### config.mk
export PLATFORM = sky130hd
export DESIGN_NAME = mandelbrot_dwell_unit
export DESIGN_NICKNAME = d
export VERILOG_FILES = /design/src/sv/mdw_pkg.sv /design/src/sv/mdw_mul.sv /design/src/sv/mdw_div.sv /design/src/sv/mandelbrot_dwell_unit.sv
export SDC_FILE = /design/constraint.sdc
export NUM_CORES = 2
export LEC_CHECK = 0
export BUFFER_PORTS_ARGS = -buffer_cell sky130_fd_sc_hd__buf_2
export CORE_ASPECT_RATIO = 0.8
export CORE_UTILIZATION = 50
export CTS_CLUSTER_SIZE = 24
export DETAILED_ROUTE_END_ITERATION = 8
export PLACE_DENSITY_LB_ADDON = 0.25
export SYNTH_ARGS = -nofsm -noshare
export SYNTH_HDL_FRONTEND = slang
export SYNTH_SLANG_ARGS = --single-unit
### constraint.sdc
create_clock -name clk -period 32.4 [get_ports clk]
set_clock_uncertainty 0.1 [all_clocks]
set_input_delay 4.86 -clock clk [delete_from_list [all_inputs] [get_ports clk]]
set_output_delay 4.86 -clock clk [all_outputs]
set_load 0.005 [all_outputs]
### src/sv/mdw_pkg.sv
// ----------------------------------------------------------------------------
// Mandelbrot dwell unit package
// Shared widths, register indexes, divider handshake types and saturation.
// ----------------------------------------------------------------------------
package mdw_pkg;

  localparam int MUL_W  = 33;
  localparam int PROD_W = 2 * MUL_W;
  localparam int MAP_W  = 46;
  localparam int SUM_W  = 48;
  localparam int CFG_IDX_W = 3;

  localparam logic [CFG_IDX_W-1:0] REG_CORNER_MIN_RE = 3'd0;
  localparam logic [CFG_IDX_W-1:0] REG_CORNER_MIN_IM = 3'd1;
  localparam logic [CFG_IDX_W-1:0] REG_CORNER_MAX_RE = 3'd2;
  localparam logic [CFG_IDX_W-1:0] REG_CORNER_MAX_IM = 3'd3;
  localparam logic [CFG_IDX_W-1:0] REG_RESOLUTION    = 3'd4;
  localparam logic [CFG_IDX_W-1:0] REG_DWELL_LIMIT   = 3'd5;

  typedef struct packed {
    logic                    start;
    logic signed [MAP_W-1:0] num;
  } div_req_t;

  typedef struct packed {
    logic                  done;
    logic signed [MAP_W:0] quot;
  } div_rsp_t;

  localparam logic signed [SUM_W-1:0] Q_MAX = 48'sh0000_7FFF_FFFF;
  localparam logic signed [SUM_W-1:0] Q_MIN = -48'sh0000_8000_0000;

  function automatic logic signed [31:0] sat32(input logic signed [SUM_W-1:0] v);
    logic signed [31:0] r;
    if (v > Q_MAX) begin
      r = 32'sh7FFF_FFFF;
    end else if (v < Q_MIN) begin
      r = 32'sh8000_0000;
    end else begin
      r = v[31:0];
    end
    return r;
  endfunction

endpackage

### src/sv/mdw_mul.sv
// ----------------------------------------------------------------------------
// Shared signed multiplier
// One registered signed product per cycle, used for both window mapping and
// every squaring step of the iteration.
// ----------------------------------------------------------------------------
module mdw_mul (
  input  logic                              clk,
  input  logic signed [mdw_pkg::MUL_W-1:0]  a,
  input  logic signed [mdw_pkg::MUL_W-1:0]  b,
  output logic signed [mdw_pkg::PROD_W-1:0] p
);
  import mdw_pkg::*;

  logic signed [PROD_W-1:0] p_r;

  always_ff @(posedge clk) begin
    p_r <= a * b;
  end

  assign p = p_r;

endmodule

### src/sv/mdw_div.sv
// ----------------------------------------------------------------------------
// Iterative floor divider
// Restoring division, one quotient bit per cycle, of a signed dividend by an
// unsigned divisor, with the quotient rounded toward minus infinity.
// ----------------------------------------------------------------------------
module mdw_div #(
  parameter int DEN_W = 13
) (
  input  logic                clk,
  input  logic                rst_n,
  input  mdw_pkg::div_req_t   req,
  input  logic [DEN_W-1:0]    den,
  output mdw_pkg::div_rsp_t   rsp
);
  import mdw_pkg::*;

  localparam int CNT_W = $clog2(MAP_W);

  logic                  busy_r, fin_r, done_r;
  logic [CNT_W-1:0]      cnt_r;
  logic                  neg_r;
  logic [MAP_W-1:0]      quo_r;
  logic [DEN_W:0]        rem_r;
  logic [DEN_W-1:0]      den_r;
  logic signed [MAP_W:0] q_r;

  logic [DEN_W:0]        shifted;
  logic                  ge;
  logic [MAP_W-1:0]      mag;
  logic [MAP_W:0]        qmag;

  assign shifted = {rem_r[DEN_W-1:0], quo_r[MAP_W-1]};
  assign ge      = shifted >= {1'b0, den_r};
  assign mag     = req.num[MAP_W-1] ? MAP_W'(-req.num) : MAP_W'(req.num);
  assign qmag    = {1'b0, quo_r} + {{MAP_W{1'b0}}, (rem_r != '0)};

  always_ff @(posedge clk) begin
    if (!rst_n) begin
      busy_r <= 1'b0;
      fin_r  <= 1'b0;
      done_r <= 1'b0;
      cnt_r  <= '0;
    end else begin
      done_r <= 1'b0;
      if (req.start) begin
        busy_r <= 1'b1;
        cnt_r  <= '0;
        neg_r  <= req.num[MAP_W-1];
        quo_r  <= mag;
        rem_r  <= '0;
        den_r  <= den;
      end else if (busy_r) begin
        rem_r <= ge ? (shifted - {1'b0, den_r}) : shifted;
        quo_r <= {quo_r[MAP_W-2:0], ge};
        cnt_r <= cnt_r + 1'b1;
        if (cnt_r == CNT_W'(MAP_W - 1)) begin
          busy_r <= 1'b0;
          fin_r  <= 1'b1;
        end
      end else if (fin_r) begin
        fin_r  <= 1'b0;
        done_r <= 1'b1;
        q_r    <= neg_r ? -$signed(qmag) : $signed({1'b0, quo_r});
      end
    end
  end

  assign rsp.done = done_r;
  assign rsp.quot = q_r;

endmodule

### src/sv/mandelbrot_dwell_unit.sv
// ----------------------------------------------------------------------------
// Mandelbrot dwell unit
// Maps a pixel into the complex window and counts escape-time iterations.
// ----------------------------------------------------------------------------
// The input stream carries one pixel per beat (column and row). The output
// stream returns one dwell count per pixel, in order. Window corners,
// resolution and dwell limit are written through the configuration port;
// the user must write them only while the unit is idle, as the unit itself
// does not enforce this. Each axis is mapped with one pass of the shared
// multiplier followed by the bit-serial divider. Each escape iteration then
// issues re*re, im*im and re*im on the shared multiplier and, unless the
// point has escaped, updates re and im. From accept to result in_tready
// stays low. The next pixel is accepted as soon as the result has been
// moved to the output register.
// When the receiver stalls, the result waits in the output register and the
// unit holds its final state until that register frees up.
// Reset loads the default window (-3.5..0.5, -1..1), a resolution of 512
// and a dwell limit of 514, and empties the output register.
// ----------------------------------------------------------------------------
module mandelbrot_dwell_unit #(
  parameter int MAX_RESOLUTION = 4096,
  parameter int DWELL_BITS     = 16
) (
  input  logic                             clk,
  input  logic                             rst_n,
  input  logic                             in_tvalid,
  output logic                             in_tready,
  input  logic [23:0]                      in_tdata,   // pixel_col[11:0], pixel_row[23:12]
  output logic                             out_tvalid,
  input  logic                             out_tready,
  output logic [15:0]                      out_tdata,  // dwell[15:0]
  input  logic                             cfg_we,
  input  logic [mdw_pkg::CFG_IDX_W-1:0]    cfg_addr,
  input  logic [31:0]                      cfg_wdata
);
  import mdw_pkg::*;

  localparam int RES_W = $clog2(MAX_RESOLUTION + 1);
  localparam int CNT_W = DWELL_BITS;

  typedef enum logic [11:0] {
    S_IDLE    = 12'b0000_0000_0001,
    S_MAP_RE  = 12'b0000_0000_0010,
    S_DIV_RE  = 12'b0000_0000_0100,
    S_WAIT_RE = 12'b0000_0000_1000,
    S_MAP_IM  = 12'b0000_0001_0000,
    S_DIV_IM  = 12'b0000_0010_0000,
    S_WAIT_IM = 12'b0000_0100_0000,
    S_CHK     = 12'b0000_1000_0000,
    S_RR      = 12'b0001_0000_0000,
    S_II      = 12'b0010_0000_0000,
    S_RI      = 12'b0100_0000_0000,
    S_OUT     = 12'b1000_0000_0000
  } state_t;

  state_t state_r, state_nxt;

  logic signed [31:0] min_re_r, min_im_r, max_re_r, max_im_r;
  logic [12:0]        res_r;
  logic [15:0]        limit_r;

  logic [11:0]        col_r, col_nxt, row_r, row_nxt;
  logic signed [31:0] c_re_r, c_re_nxt, c_im_r, c_im_nxt;
  logic signed [31:0] re_r, re_nxt, im_r, im_nxt;
  logic [63:0]        rr_r, rr_nxt;
  logic signed [63:0] diff_r, diff_nxt;
  logic               esc_r, esc_nxt;
  logic [CNT_W-1:0]   dwell_r, dwell_nxt;
  logic               out_valid_r, out_valid_nxt;
  logic [15:0]        out_data_r, out_data_nxt;

  logic signed [MUL_W-1:0]  mul_a, mul_b;
  logic signed [PROD_W-1:0] mul_p;
  div_req_t                 div_req;
  div_rsp_t                 div_rsp;

  logic signed [MUL_W-1:0]  span_re, span_im;
  logic [RES_W-1:0]         res_eff;
  logic [32:0]              lim_wide, cap;
  logic [CNT_W-1:0]         limit_eff;
  logic [63:0]              ii;
  logic signed [39:0]       re_sh;
  logic signed [40:0]       im_sh;
  logic signed [31:0]       re_upd, im_upd, c_map;
  logic                     out_free;

  mdw_mul u_mul (
    .clk (clk),
    .a   (mul_a),
    .b   (mul_b),
    .p   (mul_p)
  );

  mdw_div #(
    .DEN_W (RES_W)
  ) u_div (
    .clk   (clk),
    .rst_n (rst_n),
    .req   (div_req),
    .den   (res_eff),
    .rsp   (div_rsp)
  );

  assign span_re = MUL_W'(max_re_r) - MUL_W'(min_re_r);
  assign span_im = MUL_W'(max_im_r) - MUL_W'(min_im_r);

  always_comb begin
    if (res_r == '0) begin
      res_eff = RES_W'(1);
    end else if (32'(res_r) > 32'(MAX_RESOLUTION)) begin
      res_eff = RES_W'(MAX_RESOLUTION);
    end else begin
      res_eff = RES_W'(res_r);
    end
  end

  assign cap       = (33'd1 << DWELL_BITS) - 33'd1;
  assign lim_wide  = (33'(limit_r) > cap) ? cap : 33'(limit_r);
  assign limit_eff = CNT_W'(lim_wide);

  assign ii     = mul_p[63:0];
  assign re_sh  = diff_r[63:24];
  assign im_sh  = mul_p[63:23];
  assign re_upd = sat32(SUM_W'(re_sh) + SUM_W'(c_re_r));
  assign im_upd = sat32(SUM_W'(im_sh) + SUM_W'(c_im_r));
  assign c_map  = sat32(SUM_W'(state_r == S_WAIT_RE ? min_re_r : min_im_r)
                        + SUM_W'(div_rsp.quot));

  assign out_free = !out_valid_r || out_tready;

  always_comb begin
    mul_a = '0;
    mul_b = '0;
    unique case (state_r)
      S_MAP_RE: begin
        mul_a = span_re;
        mul_b = MUL_W'(col_r);
      end
      S_MAP_IM: begin
        mul_a = span_im;
        mul_b = MUL_W'(row_r);
      end
      S_CHK: begin
        mul_a = MUL_W'(re_r);
        mul_b = MUL_W'(re_r);
      end
      S_RR: begin
        mul_a = MUL_W'(im_r);
        mul_b = MUL_W'(im_r);
      end
      S_II: begin
        mul_a = MUL_W'(re_r);
        mul_b = MUL_W'(im_r);
      end
      default: begin
        mul_a = '0;
        mul_b = '0;
      end
    endcase
  end

  assign div_req.start = (state_r == S_DIV_RE) || (state_r == S_DIV_IM);
  assign div_req.num   = mul_p[MAP_W-1:0];

  always_comb begin
    state_nxt     = state_r;
    col_nxt       = col_r;
    row_nxt       = row_r;
    c_re_nxt      = c_re_r;
    c_im_nxt      = c_im_r;
    re_nxt        = re_r;
    im_nxt        = im_r;
    rr_nxt        = rr_r;
    diff_nxt      = diff_r;
    esc_nxt       = esc_r;
    dwell_nxt     = dwell_r;
    out_valid_nxt = out_valid_r && !out_tready;
    out_data_nxt  = out_data_r;
    unique case (state_r)
      S_IDLE: begin
        if (in_tvalid) begin
          col_nxt   = in_tdata[11:0];
          row_nxt   = in_tdata[23:12];
          state_nxt = S_MAP_RE;
        end
      end
      S_MAP_RE: state_nxt = S_DIV_RE;
      S_DIV_RE: state_nxt = S_WAIT_RE;
      S_WAIT_RE: begin
        if (div_rsp.done) begin
          c_re_nxt  = c_map;
          re_nxt    = c_map;
          state_nxt = S_MAP_IM;
        end
      end
      S_MAP_IM: state_nxt = S_DIV_IM;
      S_DIV_IM: state_nxt = S_WAIT_IM;
      S_WAIT_IM: begin
        if (div_rsp.done) begin
          c_im_nxt  = c_map;
          im_nxt    = c_map;
          dwell_nxt = '0;
          state_nxt = S_CHK;
        end
      end
      S_CHK: state_nxt = (dwell_r < limit_eff) ? S_RR : S_OUT;
      S_RR: begin
        rr_nxt    = mul_p[63:0];
        state_nxt = S_II;
      end
      S_II: begin
        esc_nxt   = (rr_r + ii) >= 64'h0010_0000_0000_0000;
        diff_nxt  = $signed(rr_r - ii);
        state_nxt = S_RI;
      end
      S_RI: begin
        if (esc_r) begin
          state_nxt = S_OUT;
        end else begin
          re_nxt    = re_upd;
          im_nxt    = im_upd;
          dwell_nxt = dwell_r + 1'b1;
          state_nxt = S_CHK;
        end
      end
      S_OUT: begin
        if (out_free) begin
          out_valid_nxt = 1'b1;
          out_data_nxt  = 16'(32'(dwell_r));
          state_nxt     = S_IDLE;
        end
      end
      default: state_nxt = S_IDLE;
    endcase
  end

  always_ff @(posedge clk) begin
    if (!rst_n) begin
      state_r     <= S_IDLE;
      out_valid_r <= 1'b0;
    end else begin
      state_r     <= state_nxt;
      out_valid_r <= out_valid_nxt;
    end
    col_r      <= col_nxt;
    row_r      <= row_nxt;
    c_re_r     <= c_re_nxt;
    c_im_r     <= c_im_nxt;
    re_r       <= re_nxt;
    im_r       <= im_nxt;
    rr_r       <= rr_nxt;
    diff_r     <= diff_nxt;
    esc_r      <= esc_nxt;
    dwell_r    <= dwell_nxt;
    out_data_r <= out_data_nxt;
  end

  always_ff @(posedge clk) begin
    if (!rst_n) begin
      min_re_r <= -32'sd58720256;
      min_im_r <= -32'sd16777216;
      max_re_r <= 32'sd8388608;
      max_im_r <= 32'sd16777216;
      res_r    <= 13'd512;
      limit_r  <= 16'd514;
    end else if (cfg_we) begin
      unique case (cfg_addr)
        REG_CORNER_MIN_RE: min_re_r <= cfg_wdata;
        REG_CORNER_MIN_IM: min_im_r <= cfg_wdata;
        REG_CORNER_MAX_RE: max_re_r <= cfg_wdata;
        REG_CORNER_MAX_IM: max_im_r <= cfg_wdata;
        REG_RESOLUTION:    res_r    <= cfg_wdata[12:0];
        REG_DWELL_LIMIT:   limit_r  <= cfg_wdata[15:0];
        default: begin
        end
      endcase
    end
  end

  assign in_tready  = (state_r == S_IDLE);
  assign out_tvalid = out_valid_r;
  assign out_tdata  = out_data_r;

endmodule

## Word level (Yosys, flattened, before mapping)

Cells that the tools add are included.

- Input bits: 64
- RAM bits: 0
- Bits in latches: 0
- Memories: 0
- ROM bits: 0
- Logic and storage cells: 156
- Bits in registers: 677

- Mux-type cells: 40
- Bitwise gates (word level): 3
- Reduce and logical (&&, ||, !) cells: 33
- Shift-type cells: 0
- Add/sub/neg operators: 13
- $lt $le $gt $ge: 11
- $mul: 1
- Divide/modulo/power cells: 0
- Equality and inequality tests: 24

Operators with widths:

| operator | number |
|---|---|
| $mux 32 | 9 |
| $pmux 33 s4 | 2 |
| $mux 46 | 4 |
| $pmux 12 s12 | 1 |
| $pmux 32 s2 | 2 |
| $mux 12 | 6 |
| $sub 32x32->33 | 2 |
| $add 64x64->64 | 1 |
| $ge 64x53->1 const B | 1 |
| $mul 33x33->64 | 1 |
| $sub 64x64->64 | 1 |
| $add 48x47->48 | 1 |
| $gt 48x32->1 const B | 1 |
| $lt 48x32->1 const B | 1 |
| $mux 16 | 3 |
| $mux 48 | 1 |
| $add 46x1->47 | 1 |
| $neg 47->47 | 1 |
| $neg 46->46 | 1 |
| $add 41x32->42 | 1 |
| $gt 42x32->1 const B | 1 |
| $lt 42x32->1 const B | 1 |
| $add 40x32->41 | 1 |
| $gt 41x32->1 const B | 1 |
| other kinds (43) | 80 |

## Depth between registers and ports, before layout

- Depth after elaboration: 8
- Depth in mapped cells: 49

## By module

Synthesis repeated with hierarchy kept, for this count alone.

- Cells, all modules: 9356
- Area total of the unflattened synthesis: 84318.4 um2

Modules (own cells, without submodules):

| module | sequential area each (um2) | instances | cells an instance | area an instance (um2) |
|---|---|---|---|---|
| mdw_mul | 1321.3 | 1 | 4246 | 40101.0 |
| mandelbrot_dwell_unit | 12081.6 | 1 | 4040 | 34505.6 |
| mdw_div | 3813.7 | 1 | 1070 | 9711.8 |

## Worst setup path before layout

No wires, ideal clock.

- Path type: register to register
- From: register state_r[2]
- To: register u_mul.p_r[62], in the netlist u_mul.p[62]
- Arrival time: 13.274 ns
- Data required time: 32.173 ns
- Path slack: 18.899 ns
- Library setup time: 0.127 ns
- Path buffers: 4
- Period minus slack after synthesis: 13.501 ns
- Stages on the path, launching flop included: 39
- Path through: dfxtp_1 > or3_1 > nor3_1 > nand2_1 > nor3b_1 > or2_2 > clkbuf_1 > clkbuf_1 > clkbuf_1 > nand2_1 > nand2_1 > clkbuf_1 > nand2_1 > fa_1 > inv_1 > fa_1 > fa_1 > inv_1 > [... 3 more ...] > fa_1 > fa_1 > inv_1 > fa_1 > inv_1 > ha_1 > a21oi_1 > o21ai_0 > a21o_1 > a21oi_1 > nor2b_1 > o21ai_0 > nand2b_1 > o41ai_1 > o21ai_0 > a21oi_1 > o21ai_0 > xor2_1

- Longest elaborated chain between the ends: 4
- Elaborated cells between the ends (all ways): 10
- Classes of those cells: mul (1); eq/ne (5); mux (2); reduce/logical (2)

RTL lines:

| what | line | RTL |
|---|---|---|
| start: declaration | mandelbrot_dwell_unit.sv:56 | `state_t state_r, state_nxt;` |
| start signal: assignment | mandelbrot_dwell_unit.sv:242 | `state_r <= state_nxt;` |
| $eq 12x10->1, or another cell as far along | mandelbrot_dwell_unit.sv:134 | `unique case (state_r)` |
| $reduce_or 2->1 (no source line) | - |  |
| $pmux 33 s4 | mandelbrot_dwell_unit.sv:134 |  |
| $mul 33x33->64 (*) | mdw_mul.sv:17 | `p_r <= a * b;` |
| end signal: assignment | mdw_mul.sv:17 |  |
| end: declaration | mdw_mul.sv:14 | `logic signed [PROD_W-1:0] p_r;` |

Every way passes the cells marked *; elsewhere a longest branch is shown, timed or not.
A chain may end at the register's enable or synchronous reset.

## Worst setup path in the final report

- From: register min_re_r[0]
- To: register u_mul.p_r[62], in the netlist u_mul.p[62]

- Longest elaborated chain between the ends: 3

RTL lines:

| what | line | RTL |
|---|---|---|
| start: declaration | mandelbrot_dwell_unit.sv:58 | `logic signed [31:0] min_re_r, min_im_r, max_re_r, max_im_r;` |
| start signal: assignment | mandelbrot_dwell_unit.sv:260 | `min_re_r <= -32'sd58720256;` |
| start signal: assignment | mandelbrot_dwell_unit.sv:268 | `REG_CORNER_MIN_RE: min_re_r <= cfg_wdata;` |
| $sub 32x32->33 | mandelbrot_dwell_unit.sv:104 | `assign span_re = MUL_W'(max_re_r) - MUL_W'(min_re_r);` |
| $pmux 33 s4 | mandelbrot_dwell_unit.sv:134 |  |
| $mul 33x33->64 | mdw_mul.sv:17 |  |

No other way between the ends.

==> impl_metrics.json <==
{
  "power_frac_seq_pct": 42.0,
  "drv_slew": 0,
  "p_int_mw": 1.52,
  "grt_setup_unrepaired": "no",
  "slowest_delay_ns": 0.96,
  "hold_class": "flip-flop to flip-flop",
  "fin_crit_ns": 13.02,
  "crit_top_cell": "fa_1",
  "cts_buffers": 76,
  "clock-root-buffer": "clkbuf_16",
  "synth_warnings": 0,
  "async_reset_ff_share_pct": 0,
  "min_period_over_period_pct": 40.2,
  "synth_edf_count": 410,
  "power.density_nw_per_um2": 24.7,
  "drc": 0,
  "setup_viol": 0,
  "switching_share_pct": 29.4,
  "synth_top_cell_by_area": "fa_1",
  "critical_path_required_ns": 32.86,
  "fill_cells": 14700,
  "multi_input_area_um2": 57200,
  "design_area_um2": 87100,
  "drt-vias-per-instance": 5.97,
  "yosysSeqAreaShare_pct": 21.1,
  "grt_pass1_vias": 66500,
  "ant_nets": 0,
  "synthCells": 9250,
  "row_count": 132,
  "io_buffers": 81,
  "grt_overflow": 0,
  "placed_area_um2": 84400,
  "routed_wl_um": 281000,
  "yosys-top-cells-count": "inv_1 (1535), nand2_1 (1412), fa_1 (1132), nor2_1 (672), a21oi_1 (629)",
  "p_switching_mw": 0.633,
  "cts_setup_buffers": 0,
  "start_kind": "flip-flop",
  "num-nets-final": 11000,
  "r2r_cells": 42,
  "ys_ff_latch": 653,
  "clkTransAtPathRegs_ns": 0.07,
  "cts_tree": "done",
  "synth.avg_cell_area_um2": 8.80,
  "worstReg2RegEnd": "u_mul.p[62]",
  "r2r_slack_ns": 19.38,
  "core-area_um2": 162000,
  "grt_antenna_before_repair": 16,
  "worst_pin_slew_ns": 1.30,
  "cts_buffer_depth": 3,
  "die_h_um": 363,
  "critPathMaxFanout": 20,
  "max_freq_mhz": 76.8,
  "htreeDepth": 3,
  "end_kind": "flip-flop",
  "drive_gt1_share_pct": 4.97,
  "slew_headroom_pct": 12.6,
  "first_pass_iters": 7,
  "hold_viol": 0,
  "cp.arrival_ns": 13.48,
  "area_delta_synth_final_pct": 7.08,
  "io_pins": 82,
  "p_leak_nw": 38.9,
  "r2r-start": "min_re_r[0]",
  "clock_power_share_pct": 44.1,
  "yosysTopAreaCellShare_pct": 27.9,
  "ctsResizeCount": 0,
  "crit_type": "flip-flop to flip-flop",
  "hold_start": "limit_r[10]",
  "vias": 68000,
  "ir_worst_vdd_v": 0.0000363,
  "initial_utilization_pct": 50.3,
  "p_comb_share_pct": 13.9,
  "synth.area.top_cells": "fa_1 (28%), edfxtp_1 (15%), ha_1 (9.4%)",
  "yosysUniqueCellTypes": 89,
  "tns_ns": 0,
  "track_usage_pct": 34.4,
  "die_w_um": 453,
  "grt_max_degree": 86,
  "cp_slowest_cell": "o41ai_1",
  "die_area_um2": 164000,
  "regArea_um2": 17200,
  "drt_iter0_drc": 8102,
  "hpwlAfterDp_um": 222000,
  "clkSinkCount": 653,
  "worstSetupEndpoint": "u_mul.p[62]",
  "cts_hold_buf": 0,
  "synthFlopType": "edfxtp_1",
  "status": "finished, final reports clean",
  "clk_latency_ns": 0.73,
  "crit_start": "min_re_r[0]",
  "max-cap-violations": 0,
  "place.gp.congestion": 1.01,
  "drt-wirelength-per-cell_um": 24.7,
  "grt_pass1_wl_um": 421000,
  "syn_nets": 11100,
  "yosysMostFrequentCell": "inv_1",
  "netlist_area_um2": 81400
}
## cell type report
type | instances | area share (%)
Clock buffer | 94 | 2.39
Timing Repair Buffer | 232 | 1.77
Clock inverter | 48 | 0.760
Antenna cell | 7 | 0.0201
Sequential cell | 653 | 19.7
Inverter | 1539 | 6.63
Tap cell | 2144 | 3.08
Multi-Input combinational cell | 6665 | 65.6
## layer usage
layer | vias up | share of wire, % | GRT usage (%)
met3 | 625 | 12 | 8.80
met4 | 10 | 4.4 | 12.9
li1 | 29900 | - | -
met1 | 33600 | 42 | 49.7
met2 | 3788 | 41 | 49.0
met5 | - | 0.095 | 0.973
## how the worst min path moves through the flow
stage | slack (ns) | to | cells after the start
final | 0.36 | limit_r[10] | 2
after global routing | 0.37 | limit_r[4] | 2
after CTS | 0.36 | limit_r[4] | 2
after detailed placement | 0.35 | limit_r[4] | 2
after global placement | 0.34 | min_im_r[22] | 2
after floorplan | 0.33 | rr_r[14] | 0
## per-stage QoR
step	setup WS, ns	std cells	power [mW]	utilization (%)	hold WS (ns)
2_1_floorplan	18.90	9250	1.09	-	0.334
3_3_place_gp	19.81	11200	1.21	52.2	0.343
3_5_place_dp	19.65	11200	1.21	52.2	0.348
4_1_cts	19.62	11400	2.15	53.9	0.356
5_1_grt	18.70	11400	2.21	53.9	0.368
6_report	19.38	11400	2.15	53.9	0.358
## critical path: cells and delay by family, from the launching register on
family / cells / cell delay [ns]
simple gates: 7 / 1.03
buf+inv: 6 / 0.44
compound gates: 16 / 5.69
flops: 1 / 0.35
fa+ha+maj: 11 / 4.95
xor+xnor: 2 / 0.31
## flip-flops by register name, indices dropped and copies added (netlist names), 14 cells and up
name and cells:
u_div.quo_r 46, u_div.q_r 47, c_im_r 32, u_div.rem_r 14
dwell_r 16, out_tdata 16, limit_r 16, diff_r 40
re_r 32, rr_r 64, max_im_r 32, c_re_r 32
im_r 32, u_mul.p 64, min_re_r 32, min_im_r 32
max_re_r 32
## layout by cell type, fill, tap and decap left out, types with 20 or more instances in the layout
master and instances:
buf_4 151, o21ai_0 347, and4_1 20, a21oi_1 628, nor2_1 671, nor3_1 93
clkbuf_16 79, xor2_1 99, mux2i_1 25, xnor2_1 279, a211oi_1 36, and2_1 59
nand3_1 101, nand2_1 1412, a221o_1 20, o31ai_1 32, fa_1 1132, dfxtp_1 242
or3_1 28, ha_1 610, edfxtp_1 410, nand2b_1 64, o211ai_1 43, buf_2 81
and3_1 35, o21bai_1 75, a221oi_1 39, inv_1 1534, a21o_1 164, a22o_1 32
nor2b_1 81, nand4_1 65, nor4_1 34, o21a_1 65, a31oi_1 62
## power groups by stage
stage / sequential, mW / combinational [mW] / clock [mW]
floorplan: 0.912 / 0.173 / 0
CTS: 0.904 / 0.289 / 0.959
finish: 0.905 / 0.299 / 0.950
global route: 0.904 / 0.313 / 0.990
global placement: 0.922 / 0.284 / 0
detailed placement: 0.922 / 0.287 / 0
## kinds of logic after synthesis
| group | Yosys count | synth area share [%] |
|---|---|---|
| flip-flops | 653 | 21.1 |
| XOR/XNOR | 378 | 4.07 |
| adder cells (fa/ha/maj) | 1742 | 37.2 |
| multiplexers | 27 | 0.335 |
| buffers and inverters | 1932 | 8.93 |
| AO/OA/AOI/OAI | 1760 | 13.6 |
| AND/OR/NAND/NOR | 2758 | 14.7 |
Power figures use the tool's default switching activity.
